===== src/rtl/core/qdv_pkg.sv =====
// shared types, register indexes and the 4x transition decode for the quadrature decoder
`default_nettype none

package qdv_pkg;

  // configuration register indexes
  localparam logic [0:0] CFG_AVERAGE_WINDOW = 1'b0;
  localparam logic [0:0] CFG_VELOCITY_SCALE = 1'b1;

  localparam logic [6:0]  WINDOW_RESET = 7'd1;
  localparam logic [31:0] SCALE_RESET  = 32'h0001_0000;

  localparam int unsigned VEL_W = 48;
  localparam int unsigned POS_W = 32;

  typedef enum logic [1:0] {
    STEP_NONE = 2'd0,
    STEP_UP   = 2'd1,
    STEP_DOWN = 2'd2
  } step_e;

  typedef enum logic [3:0] {
    S_IDLE = 4'b0001,
    S_READ = 4'b0010,
    S_CALC = 4'b0100,
    S_OUT  = 4'b1000
  } ctl_state_e;

  typedef enum logic [2:0] {
    MD_IDLE = 3'b001,
    MD_MUL  = 3'b010,
    MD_DIV  = 3'b100
  } md_state_e;

  // 4x decode: {previous a/b, current a/b}; double jumps count nothing
  function automatic step_e qdv_step(input logic [1:0] prev_ab, input logic [1:0] cur_ab);
    logic [3:0] key;
    key = {prev_ab, cur_ab};
    if (key inside {4'b0001, 4'b0111, 4'b1000, 4'b1110}) begin
      return STEP_UP;
    end else if (key inside {4'b0010, 4'b0100, 4'b1011, 4'b1101}) begin
      return STEP_DOWN;
    end
    return STEP_NONE;
  endfunction

endpackage

`default_nettype wire


===== src/rtl/core/qdv_hist_mem.sv =====
// count history ring: one write port, one registered read port
`default_nettype none

module qdv_hist_mem #(
  parameter int unsigned DEPTH  = 64,
  parameter int unsigned ADDR_W = 6,
  parameter int unsigned DATA_W = 32
) (
  input  wire logic              clk_i,
  input  wire logic              we_i,
  input  wire logic [ADDR_W-1:0] waddr_i,
  input  wire logic [DATA_W-1:0] wdata_i,
  input  wire logic              re_i,
  input  wire logic [ADDR_W-1:0] raddr_i,
  output logic      [DATA_W-1:0] rdata_o
);

  logic [DATA_W-1:0] mem_q [DEPTH];

  always_ff @(posedge clk_i) begin
    if (we_i) begin
      mem_q[waddr_i] <= wdata_i;
    end
  end

  always_ff @(posedge clk_i) begin
    if (re_i) begin
      rdata_o <= mem_q[raddr_i];
    end
  end

endmodule

`default_nettype wire


===== src/rtl/core/qdv_muldiv.sv =====
// velocity unit: chunked 32x32 multiply by the scale, then 8 quotient bits per cycle by span
`default_nettype none

module qdv_muldiv #(
  parameter int unsigned COUNT_BITS = 32,
  parameter int unsigned SPAN_W     = 7
) (
  input  wire logic                  clk_i,
  input  wire logic                  rst_ni,
  input  wire logic                  start_i,
  input  wire logic                  neg_i,
  input  wire logic [COUNT_BITS-1:0] mag_i,
  input  wire logic [31:0]           scale_i,
  input  wire logic [SPAN_W-1:0]     span_i,
  output logic                       done_o,
  output logic [qdv_pkg::VEL_W-1:0]  vel_o
);

  localparam int unsigned NCH     = (COUNT_BITS + 31) / 32;
  localparam int unsigned MAGP_W  = NCH * 32;
  localparam int unsigned PROD_W  = (COUNT_BITS + 32 > 64) ? 64 : COUNT_BITS + 32;
  localparam int unsigned DIV_CYC = (PROD_W + 7) / 8;
  localparam int unsigned DIVP_W  = DIV_CYC * 8;
  localparam int unsigned CNT_W   = $clog2(DIV_CYC + 1);
  localparam int unsigned VW      = qdv_pkg::VEL_W;

  qdv_pkg::md_state_e state_q, state_d;
  logic [CNT_W-1:0]  cnt_q, cnt_d;
  logic              done_q, done_d;
  logic              neg_q;
  logic [MAGP_W-1:0] mag_q;
  logic [31:0]       scale_q;
  logic [SPAN_W-1:0] span_q;
  logic [PROD_W-1:0] acc_q;
  logic [DIVP_W-1:0] quo_q;
  logic [SPAN_W-1:0] rem_q;
  logic [VW-1:0]     vel_q;

  logic [63:0]       pp;
  logic [PROD_W-1:0] acc_d;
  logic [DIVP_W-1:0] quo_d;
  logic [SPAN_W-1:0] rem_d;
  logic [VW-1:0]     quo_low;

  // top chunk first, so the accumulator shifts up by one chunk each cycle
  always_comb begin
    pp    = 64'(mag_q[MAGP_W-1 -: 32]) * 64'(scale_q);
    acc_d = (acc_q << 32) + PROD_W'(pp);
  end

  // restoring division, eight dependent steps on a narrow remainder
  always_comb begin
    logic [SPAN_W:0]   r;
    logic [DIVP_W-1:0] q;
    r = {1'b0, rem_q};
    q = quo_q;
    for (int i = 0; i < 8; i++) begin
      r = {r[SPAN_W-1:0], q[DIVP_W-1]};
      q = q << 1;
      if (r >= {1'b0, span_q}) begin
        r    = r - {1'b0, span_q};
        q[0] = 1'b1;
      end
    end
    quo_d   = q;
    rem_d   = r[SPAN_W-1:0];
    quo_low = quo_d[VW-1:0];
  end

  always_comb begin
    state_d = state_q;
    cnt_d   = cnt_q;
    done_d  = 1'b0;
    case (state_q)
      qdv_pkg::MD_IDLE: begin
        if (start_i) begin
          state_d = qdv_pkg::MD_MUL;
          cnt_d   = CNT_W'(NCH - 1);
        end
      end
      qdv_pkg::MD_MUL: begin
        if (cnt_q == '0) begin
          state_d = qdv_pkg::MD_DIV;
          cnt_d   = CNT_W'(DIV_CYC - 1);
        end else begin
          cnt_d = cnt_q - 1'b1;
        end
      end
      qdv_pkg::MD_DIV: begin
        if (cnt_q == '0) begin
          state_d = qdv_pkg::MD_IDLE;
          done_d  = 1'b1;
        end else begin
          cnt_d = cnt_q - 1'b1;
        end
      end
      default: begin
        state_d = qdv_pkg::MD_IDLE;
      end
    endcase
  end

  always_ff @(posedge clk_i or negedge rst_ni) begin
    if (!rst_ni) begin
      state_q <= qdv_pkg::MD_IDLE;
      cnt_q   <= '0;
      done_q  <= 1'b0;
    end else begin
      state_q <= state_d;
      cnt_q   <= cnt_d;
      done_q  <= done_d;
    end
  end

  always_ff @(posedge clk_i) begin
    case (state_q)
      qdv_pkg::MD_IDLE: begin
        if (start_i) begin
          neg_q   <= neg_i;
          mag_q   <= MAGP_W'(mag_i);
          scale_q <= scale_i;
          span_q  <= span_i;
          acc_q   <= '0;
        end
      end
      qdv_pkg::MD_MUL: begin
        acc_q <= acc_d;
        mag_q <= mag_q << 32;
        if (cnt_q == '0) begin
          quo_q <= DIVP_W'(acc_d);
          rem_q <= '0;
        end
      end
      qdv_pkg::MD_DIV: begin
        quo_q <= quo_d;
        rem_q <= rem_d;
        if (cnt_q == '0) begin
          vel_q <= neg_q ? (~quo_low + 1'b1) : quo_low;
        end
      end
      default: begin
        acc_q <= acc_q;
      end
    endcase
  end

  assign done_o = done_q;
  assign vel_o  = vel_q;

endmodule

`default_nettype wire


===== src/rtl/core/quadrature_decode_velocity_top.sv =====
// 4x quadrature decoder with finite-difference velocity estimate, top level
// path: the first sample goes from IDLE straight to OUT; later samples pass READ, then CALC
//   while the velocity unit multiplies and divides, then OUT, where the result is registered
// flow: one sample at a time, next accepted the cycle after the result is registered;
//   a result may wait while the next sample runs
// reset: async active low; counters, pointers, state, config reset; payload, history not cleared
`default_nettype none

module quadrature_decode_velocity_top #(
  parameter int unsigned WINDOW_MAX = 64,
  parameter int unsigned COUNT_BITS = 32
) (
  input  wire logic        clk_i,
  input  wire logic        rst_ni,
  input  wire logic        in_valid_i,
  output logic             in_ready_o,
  input  wire logic        a_level_i,
  input  wire logic        b_level_i,
  output logic             out_valid_o,
  input  wire logic        out_ready_i,
  output logic signed [31:0] position_count_o,
  output logic signed [47:0] velocity_rpm_o,
  input  wire logic        cfg_valid_i,
  output logic             cfg_ready_o,
  input  wire logic [0:0]  cfg_index_i,
  input  wire logic [31:0] cfg_data_i
);

  localparam int unsigned PTR_W  = (WINDOW_MAX > 1) ? $clog2(WINDOW_MAX) : 1;
  localparam int unsigned SPAN_W = $clog2(WINDOW_MAX + 1);
  localparam int unsigned CMP_W  = (SPAN_W > 7) ? SPAN_W : 7;
  localparam int unsigned IDX_W  = SPAN_W + 1;
  localparam int unsigned VW     = qdv_pkg::VEL_W;

  qdv_pkg::ctl_state_e state_q;

  logic [6:0]            win_q;
  logic [31:0]           scale_q;
  logic [1:0]            prev_ab_q;
  logic                  first_seen_q;
  logic [COUNT_BITS-1:0] count_q;
  logic [PTR_W-1:0]      ptr_q;
  logic [SPAN_W-1:0]     samples_q;
  logic [SPAN_W-1:0]     span_q;
  logic [VW-1:0]         vel_q;
  logic                  out_valid_q;
  logic [31:0]           pos_out_q;
  logic [VW-1:0]         vel_out_q;

  logic                  in_fire;
  logic                  out_load;
  logic [1:0]            ab;
  qdv_pkg::step_e        step;
  logic [COUNT_BITS-1:0] count_next;
  logic [CMP_W-1:0]      win_c;
  logic [CMP_W-1:0]      span_full;
  logic [SPAN_W-1:0]     span_c;
  logic [IDX_W-1:0]      idx_full;
  logic [PTR_W-1:0]      rd_idx;
  logic                  mem_re;
  logic                  mem_we;
  logic [COUNT_BITS-1:0] hist_rdata;
  logic [COUNT_BITS-1:0] delta;
  logic                  delta_neg;
  logic [COUNT_BITS-1:0] delta_mag;
  logic                  md_start;
  logic                  md_done;
  logic [VW-1:0]         md_vel;

  assign in_ready_o  = (state_q == qdv_pkg::S_IDLE);
  assign cfg_ready_o = 1'b1;
  assign in_fire     = in_valid_i && in_ready_o;
  assign out_load    = (state_q == qdv_pkg::S_OUT) && (!out_valid_q || out_ready_i);
  assign ab          = {a_level_i, b_level_i};

  always_comb begin
    step = qdv_pkg::qdv_step(prev_ab_q, ab);
    case (step)
      qdv_pkg::STEP_UP:   count_next = count_q + 1'b1;
      qdv_pkg::STEP_DOWN: count_next = count_q - 1'b1;
      default:            count_next = count_q;
    endcase
  end

  // span: window clamped to 1..WINDOW_MAX, then limited by the samples held
  always_comb begin
    win_c = CMP_W'(win_q);
    if (win_c == '0) begin
      win_c = CMP_W'(1);
    end
    if (win_c > CMP_W'(WINDOW_MAX)) begin
      win_c = CMP_W'(WINDOW_MAX);
    end
    span_full = (win_c < CMP_W'(samples_q)) ? win_c : CMP_W'(samples_q);
    span_c    = SPAN_W'(span_full);
    if (IDX_W'(ptr_q) >= IDX_W'(span_c)) begin
      idx_full = IDX_W'(ptr_q) - IDX_W'(span_c);
    end else begin
      idx_full = IDX_W'(ptr_q) + IDX_W'(WINDOW_MAX) - IDX_W'(span_c);
    end
    rd_idx = idx_full[PTR_W-1:0];
  end

  // the read of the old count is issued before this sample's count goes into the ring
  assign mem_re = in_fire && first_seen_q;
  assign mem_we = out_load;

  qdv_hist_mem #(
    .DEPTH  (WINDOW_MAX),
    .ADDR_W (PTR_W),
    .DATA_W (COUNT_BITS)
  ) u_hist (
    .clk_i   (clk_i),
    .we_i    (mem_we),
    .waddr_i (ptr_q),
    .wdata_i (count_q),
    .re_i    (mem_re),
    .raddr_i (rd_idx),
    .rdata_o (hist_rdata)
  );

  assign delta     = count_q - hist_rdata;
  assign delta_neg = delta[COUNT_BITS-1];
  assign delta_mag = delta_neg ? (~delta + 1'b1) : delta;
  assign md_start  = (state_q == qdv_pkg::S_READ);

  qdv_muldiv #(
    .COUNT_BITS (COUNT_BITS),
    .SPAN_W     (SPAN_W)
  ) u_muldiv (
    .clk_i   (clk_i),
    .rst_ni  (rst_ni),
    .start_i (md_start),
    .neg_i   (delta_neg),
    .mag_i   (delta_mag),
    .scale_i (scale_q),
    .span_i  (span_q),
    .done_o  (md_done),
    .vel_o   (md_vel)
  );

  always_ff @(posedge clk_i or negedge rst_ni) begin
    if (!rst_ni) begin
      win_q   <= qdv_pkg::WINDOW_RESET;
      scale_q <= qdv_pkg::SCALE_RESET;
    end else if (cfg_valid_i && cfg_ready_o) begin
      case (cfg_index_i)
        qdv_pkg::CFG_AVERAGE_WINDOW: win_q   <= cfg_data_i[6:0];
        qdv_pkg::CFG_VELOCITY_SCALE: scale_q <= cfg_data_i;
        default:                     win_q   <= win_q;
      endcase
    end
  end

  always_ff @(posedge clk_i or negedge rst_ni) begin
    if (!rst_ni) begin
      state_q      <= qdv_pkg::S_IDLE;
      prev_ab_q    <= 2'b00;
      first_seen_q <= 1'b0;
      count_q      <= '0;
      ptr_q        <= '0;
      samples_q    <= '0;
      out_valid_q  <= 1'b0;
    end else begin
      if (out_load) begin
        out_valid_q <= 1'b1;
      end else if (out_ready_i) begin
        out_valid_q <= 1'b0;
      end
      case (state_q)
        qdv_pkg::S_IDLE: begin
          if (in_fire) begin
            prev_ab_q <= ab;
            if (!first_seen_q) begin
              first_seen_q <= 1'b1;
              count_q      <= '0;
              state_q      <= qdv_pkg::S_OUT;
            end else begin
              count_q <= count_next;
              state_q <= qdv_pkg::S_READ;
            end
          end
        end
        qdv_pkg::S_READ: begin
          state_q <= qdv_pkg::S_CALC;
        end
        qdv_pkg::S_CALC: begin
          if (md_done) begin
            state_q <= qdv_pkg::S_OUT;
          end
        end
        qdv_pkg::S_OUT: begin
          if (out_load) begin
            state_q <= qdv_pkg::S_IDLE;
            if (ptr_q == PTR_W'(WINDOW_MAX - 1)) begin
              ptr_q <= '0;
            end else begin
              ptr_q <= ptr_q + 1'b1;
            end
            if (samples_q < SPAN_W'(WINDOW_MAX)) begin
              samples_q <= samples_q + 1'b1;
            end
          end
        end
        default: begin
          state_q <= qdv_pkg::S_IDLE;
        end
      endcase
    end
  end

  // payload registers
  always_ff @(posedge clk_i) begin
    if (in_fire) begin
      span_q <= span_c;
      if (!first_seen_q) begin
        vel_q <= '0;
      end
    end
    if (md_done) begin
      vel_q <= md_vel;
    end
    if (out_load) begin
      pos_out_q <= 32'(count_q);
      vel_out_q <= vel_q;
    end
  end

  assign out_valid_o      = out_valid_q;
  assign position_count_o = pos_out_q;
  assign velocity_rpm_o   = vel_out_q;

  // one sample in flight: no new transaction right after one is taken
  assert property (@(posedge clk_i) disable iff (!rst_ni) in_fire |=> !in_ready_o)
    else $error("input taken while a sample is in flight");

  // the velocity unit finishes only while the controller waits for it
  assert property (@(posedge clk_i) disable iff (!rst_ni) md_done |-> state_q == qdv_pkg::S_CALC)
    else $error("velocity unit done outside of the wait state");

  // the sample count never passes the ring depth
  assert property (@(posedge clk_i) disable iff (!rst_ni) samples_q <= SPAN_W'(WINDOW_MAX))
    else $error("sample count beyond ring depth");

  // a history read and a history write never coincide for one sample
  assert property (@(posedge clk_i) disable iff (!rst_ni) mem_re |-> !mem_we)
    else $error("history read and write in the same cycle");

  // every result register load is followed by a pending output
  assert property (@(posedge clk_i) disable iff (!rst_ni) out_load |=> out_valid_o)
    else $error("result loaded without output valid");

endmodule

`default_nettype wire


===== config.mk =====
export PLATFORM = sky130hd
export DESIGN_NAME = quadrature_decode_velocity_top
export DESIGN_NICKNAME = d
export VERILOG_FILES = /design/src/rtl/core/qdv_pkg.sv /design/src/rtl/core/qdv_hist_mem.sv /design/src/rtl/core/qdv_muldiv.sv /design/src/rtl/core/quadrature_decode_velocity_top.sv
export SDC_FILE = /design/constraint.sdc
export NUM_CORES = 2
export LEC_CHECK = 0
export ABC_AREA = 0
export BUFFER_PORTS_ARGS = -buffer_cell sky130_fd_sc_hd__buf_2
export CORE_MARGIN = 3
export CORE_UTILIZATION = 55
export CTS_BUF_LIST = sky130_fd_sc_hd__clkbuf_2 sky130_fd_sc_hd__clkbuf_4 sky130_fd_sc_hd__clkbuf_8
export CTS_CLUSTER_DIAMETER = 40
export DETAILED_ROUTE_END_ITERATION = 16
export PLACE_DENSITY = 0.71
export SYNTH_ARGS = -nofsm -noshare
export SYNTH_HDL_FRONTEND = slang
export SYNTH_HIERARCHICAL = 1
export SYNTH_SLANG_ARGS = --single-unit

===== constraint.sdc =====
create_clock -name clk_i -period 30.3 [get_ports clk_i]
set_clock_uncertainty 0.05 [all_clocks]
set_input_delay 3.03 -clock clk_i [delete_from_list [all_inputs] [get_ports clk_i]]
set_output_delay 3.03 -clock clk_i [all_outputs]
set_load 0.03 [all_outputs]

# After elaboration in Yosys (flattened, before gate mapping)
# Memories as Yosys holds them, arrays and structs flattened. A register that Yosys moved wholly into a read port is not among the register bits.
# Index checks and enable logic that the tools add are counted.
# totals
register_bits	458
ramBits	2048
inputBits	40
out_inout_bits	83
elab_cells	176
memories	1
# mem_list
name	depth	word_bits	read_ports	rd_clocked_by_memory_dff	write_ports	line_no	rtl
u_hist.mem_q	64	32	1	1	1	qdv_hist_mem.sv:18	logic [DATA_W-1:0] mem_q [DEPTH];
# op_classes
addsub	20
mul	1
magnitude_cmp	12
n_eq_ne	27
n_mux	60
bitwise_logic	3
reduce_logical	28
# op_table
cell	count
$mux 48	4
$pmux 32 s2	3
$mux 32	4
$pmux 64 s2	1
$mux 7	12
$add 32x1->32 const B	2
$add 64x64->64	1
$ge 8x7->1	8
$mul 32x32->64	1
$mux 64	1
$sub 7x7->7	8
$add 48x1->48 const B	1
$not 48->48	1
$not 32->32	1
$sub 32x1->32 const B	1
$sub 32x32->32	1
$mux 4	7
$eq 4x4->1 const B	5
$reduce_and 2->1	9
$mux 1	16
$pmux 4 s4	1
$reduce_and 3->1	5
$pmux 7 s2	1
$add 6x1->6 const B	2
33 further kinds	55

# Depth between registers and ports, before layout
# logic_depth
word_depth	19
mapped_depth	93
depth_no_buf	86

# By module
# Netlist, hierarchy kept.
# by_module_without_submodules
module	n_inst	cells_each	area_each_um2	seq_area_each_um2
qdv_hist_mem	1	3324	78835.6	62459.9
qdv_muldiv	1	4904	46060.4	6897.9
quadrature_decode_velocity_top	1	1146	12777.3	6359.8

# Worst setup path after synthesis
# OpenSTA, ideal clock, no wires.
# synth_path
kind	reg-to-reg
startpoint	register u_muldiv.span_q[1]
endpoint	register u_muldiv.vel_q[34] (netlist: u_muldiv/vel_o[34]) (data pin)
setup_ps	263
arrival_time_ps	18952
required_ps	29987
path_slack_ps	11036
stages_incl_launch_ff	89
n_path_buf	9
synth_period_minus_slack_ps	19264
cell_sequence	edfxtp_1 inv_1 fa_1 a21o_1 a21oi_2 a31o_2 buf_6 nand2_1 clkbuf_1 a21oi_1 ha_1 clkbuf_1 o21a_1 o31a_1 o31a_1 a31oi_2 and2_1 buf_2 [... 53 more ...] buf_4 nor3_1 or2_2 ha_1 a21o_1 a21oi_1 o21bai_1 a21oi_1 o21ai_0 a21o_1 nor3_4 ha_1 nand2_1 or4_1 or3_1 buf_2 o41ai_2 xnor2_1
# synth_between
elab_chain_cells	19
word_cells_on_any_way	33
cone_classes	add/sub: 8; order compare: 8; mux: 16; bitwise: 1
# synth_rtl
item	line_no	rtl
from (decl)	qdv_muldiv.sv:33	logic [SPAN_W-1:0] span_q;
from (signal assigned)	qdv_muldiv.sv:122	span_q <= span_i;
$sub 7x7->7 or $ge 8x7->1 (tied branches)	qdv_muldiv.sv:61, qdv_muldiv.sv:60	
$mux 7	qdv_muldiv.sv:60	if (r >= {1'b0, span_q}) begin
$sub 7x7->7 or $ge 8x7->1 (tied branches)	qdv_muldiv.sv:61, qdv_muldiv.sv:60	
$mux 7	qdv_muldiv.sv:60	
$sub 7x7->7 or $ge 8x7->1 (tied branches)	qdv_muldiv.sv:61, qdv_muldiv.sv:60	
$mux 7	qdv_muldiv.sv:60	
$sub 7x7->7 or $ge 8x7->1 (tied branches)	qdv_muldiv.sv:61, qdv_muldiv.sv:60	
$mux 7	qdv_muldiv.sv:60	
[... 3 more ...]	-	
$mux 7	qdv_muldiv.sv:60	
$ge 8x7->1 or $sub 7x7->7 (tied branches)	qdv_muldiv.sv:60, qdv_muldiv.sv:61	
$mux 7	qdv_muldiv.sv:60	
$ge 8x7->1	qdv_muldiv.sv:60	
$mux 1	qdv_muldiv.sv:60	
$not 48->48 (*)	qdv_muldiv.sv:138	vel_q <= neg_q ? (~quo_low + 1'b1) : quo_low;
$add 48x1->48 (*)	qdv_muldiv.sv:138	
$mux 48 (*)	qdv_muldiv.sv:138	
to (signal assigned)	qdv_muldiv.sv:138	
to (decl)	qdv_muldiv.sv:37	logic [VW-1:0] vel_q;
# Every way passes the cells marked *; elsewhere a longest branch is shown, timed or not.
# A chain may end at the register's enable or synchronous reset.

# Final worst setup path
# layout_path
startpoint	register u_muldiv.span_q[1]
endpoint	register u_muldiv.vel_q[44] (netlist: u_muldiv/vel_o[44]) (data pin)
# The elaborated chain is that of the path after synthesis.

==> impl_metrics.csv <==
group,metric,value,unit
worst_setup_path,critical_path_required,31020,ps
cells_and_area,drive_gt1_share,17.6,%
worst_setup_path,slowest_stage,"a21oi_1",
clocking,clockRootBuffer,"clkbuf_8",
clocking,cts_hold_buf,0,
worst_setup_path,start_kind,"flip-flop",
detailed_routing,drc,0,
worst_setup_path,crit_path_end_kind,"flip-flop",
clocking,cts_tree,"yes",
timing,hold_violations,0,
run,max_cap_viol_count,0,
placement,gp_congestion,0.907,
floorplanning,row_count,183,
clocking,cts_sinks,2538,
worst_setup_path,worst_path_largest_cell_delay,790,ps
clocking,post_cts_buffers,0,
synth,syn_avg_cell_area,14.7,um^2
synth,synthArstFlopShare,3.94,%
floorplanning,initial_utilization,55.3,%
timing,rsz0062_at_grt,"no",
synth,yosysWarnings,6,
timing,fmax,40.4,MHz
outcome,status,"finished, final reports clean",
synth,synthesis.area,138000,um^2
timing,worstMarginPinSlew,1150,ps
synth,syn_inst,9374,
cells_and_area,mostFrequentLayoutCells,"edfxtp_1 (2,438), inv_1 (1,124), fa_1 (938), nand2_1 (914), mux4_2 (544)",
clocking,cts.path.max_buffers,4,
detailed_routing,via_per_inst,6.05,
detailed_routing,drtIter0Drc,8039,
synth,synth_compound_area_share,4.58,%
synth,ys_seq_elements,2538,
synth,synthXorXnorAreaFrac,1.45,%
detailed_routing,drt_wl_total,358000,um
clocking,htreeDepth,5,
placement,dp_hpwl,230000,um
global_routing,grt_pass1_vias,84981,
detailed_routing,vias,80583,
placement,place_ws,5350,ps
timing,fin_crit,24770,ps
worst_setup_path,cp_max_fo,15,
synth,synth_edf_count,2438,
clocking,cts-buffers-inserted,415,
synth,ys.flop_type,"edfxtp_1",
worst_setup_path,arrival,25490,ps
placement,io_buffers,121,
synth,yosysUniqueCellTypes,106,
clocking,cts.clk_slew.worst_paths,60,ps
cells_and_area,final_common_cell,"edfxtp_1",
worst_setup_path,crit_type,"flip-flop to flip-flop",
timing,period_share,81.8,%
synth,synth_fa_ha_area_share,17.3,%
synth,synthMuxAreaShare,10.2,%
cells_and_area,utilization,60.6,%
synth,synth_top_family_by_area,"adder cells",
detailed_routing,avgRoutedWirePerCell,26.9,um
placement,dp.cells,12584,
timing,worst_slack,5530,ps
cells_and_area,final_cells,13313,
global_routing,grt_max_degree,117,
global_routing,overflow,0,
synth,ys_seq_area_share,55.0,%
synth,syn-num-nets,10756,
clocking,clk_latency,1100,ps
floorplanning,core_area,249000,um^2
floorplanning,num_io_pins,123,
global_routing,antenna_found_initial,13,
global_routing,track_usage,28.3,%
worst_setup_path,cp_num_buf_inv,7,
floorplanning,die_h,506,um
min_path,hold_class,"flip-flop to flip-flop",
cells_and_area,area_growth,9.60,%
floorplanning,die-width,506,um
global_routing,grt_pass1_wl,540000,um
worst_setup_path,crit_top_cell,"o21ai_0",
synth,synth-simple-area-share,6.90,%
timing,tns,0,ps
cells_and_area,fin_nets,11053,
detailed_routing,ant_nets,0,
clocking,cts.repair.resized,0,
floorplanning,die-area,256000,um^2
timing,finalSetupViolCount,0,
timing,maxSlewHeadroom,23.2,%
timing,slew_violations,0,
detailed_routing,first_pass_iters,5,
worst_setup_path,path_delay_family,"compound AO/OA/AOI/OAI gates",
-- area by class of cell --
class | instances | area (um^2)
well taps | 3330 | 4170
flip-flops and latches | 2538 | 75800
repair buffers | 349 | 2380
fillers | 18570 | 98000
inverters | 1126 | 4230
diodes | 6 | 15.0
clock inverters | 187 | 1380
clock buffers | 536 | 6660
multi-input cells | 5241 | 56300
-- synthesized netlist by cell type (all sizes together) (20+ instances only) --
master	instances	share of area [%]
a211oi	21	0.13
a21o	99	0.55
a21oi	252	0.92
a22o	30	0.19
a31oi	26	0.13
and2	411	1.9
and3	39	0.18
buf	134	0.55
clkbuf	335	0.91
dfrtp	96	1.7
edfxtp	2438	53
fa	939	14
ha	403	3.7
inv	1126	3.1
mux2	60	0.49
mux2i	114	0.83
mux4	544	8.9
nand2	920	2.5
nand2b	41	0.19
nand3	52	0.19
nand4	31	0.14
nor2	304	0.83
nor2b	60	0.27
nor3	51	0.21
o21a	20	0.11
o21ai	177	0.64
o221ai	33	0.22
o22ai	96	0.44
o31ai	38	0.21
or2	21	0.095
or3	23	0.10
xnor2	147	0.94
xor2	80	0.51
-- sequential cells by signal, indices dropped and copies added, names as in the netlist, 32 cells and up --
name              cells
u_muldiv/quo_q       64
u_muldiv/acc_q       32
vel_q                48
velocity_rpm_o       48
scale_q              32
u_muldiv/scale_q     32
u_muldiv/vel_o       48
u_hist/rdata_o       32
position_count_o     32
u_hist/mem_q       2048
count_q              32
u_muldiv/mag_q       32
-- per-layer routing --
layer / share of wire, % / GRT usage (%)
met1: 38 / 37.5
met2: 49 / 46.8
met3: 8.4 / 4.79
met4: 4.8 / 12.2
met5: 0.0031 / 0
-- final timing paths --
path                                                 to  slack (ps)                         start  depth (start not counted)
min in group asynchronous       scale_q[14]$_DFFE_PN0P_        1830                        rst_ni                          1
max reg2reg                u_muldiv/vel_o[44]$_DFFE_PP_        5530  u_muldiv/span_q[1]$_DFFE_PP_                         85
max                        u_muldiv/vel_o[44]$_DFFE_PP_        5530  u_muldiv/span_q[1]$_DFFE_PP_                         85
min                        velocity_rpm_o[10]$_DFFE_PP_         330       vel_q[10]$_SDFFCE_PN0P_                          0
min reg2reg                velocity_rpm_o[10]$_DFFE_PP_         330       vel_q[10]$_SDFFCE_PN0P_                          0
max in group asynchronous        count_q[4]$_DFFE_PN0P_       26560                        rst_ni                          3
-- worst register-to-register path: cells and delay by family, from the launching register on --
| kind | cells | cell delay [ps] |
|---|---|---|
| AO/OA/AOI/OAI | 45 | 11680 |
| multiplexers | 4 | 1840 |
| XOR/XNOR | 1 | 90 |
| buffers and inverters | 7 | 1240 |
| adder cells (fa/ha/maj) | 9 | 3360 |
| AND/OR/NAND/NOR | 19 | 5950 |
| flip-flops | 1 | 320 |
-- per-stage QoR --
step           hold slack (ps)  area, um^2
2_1_floorplan              350      138000
3_3_place_gp               354      143000
3_5_place_dp               355      143000
4_1_cts                    343      151000
5_1_grt                    347      151000
6_report                   334      151000
-- logic make-up after synthesis --
family                   Yosys count
adder cells (fa/ha/maj)         1342
multiplexers                     718
AO/OA/AOI/OAI                    947
AND/OR/NAND/NOR                 2006
flip-flops                      2538
other                              1
XOR/XNOR                         227
buffers and inverters           1595
Power is not shown: default switching activity piles up to over one toggle a cycle in this logic, so the estimate is an artifact.
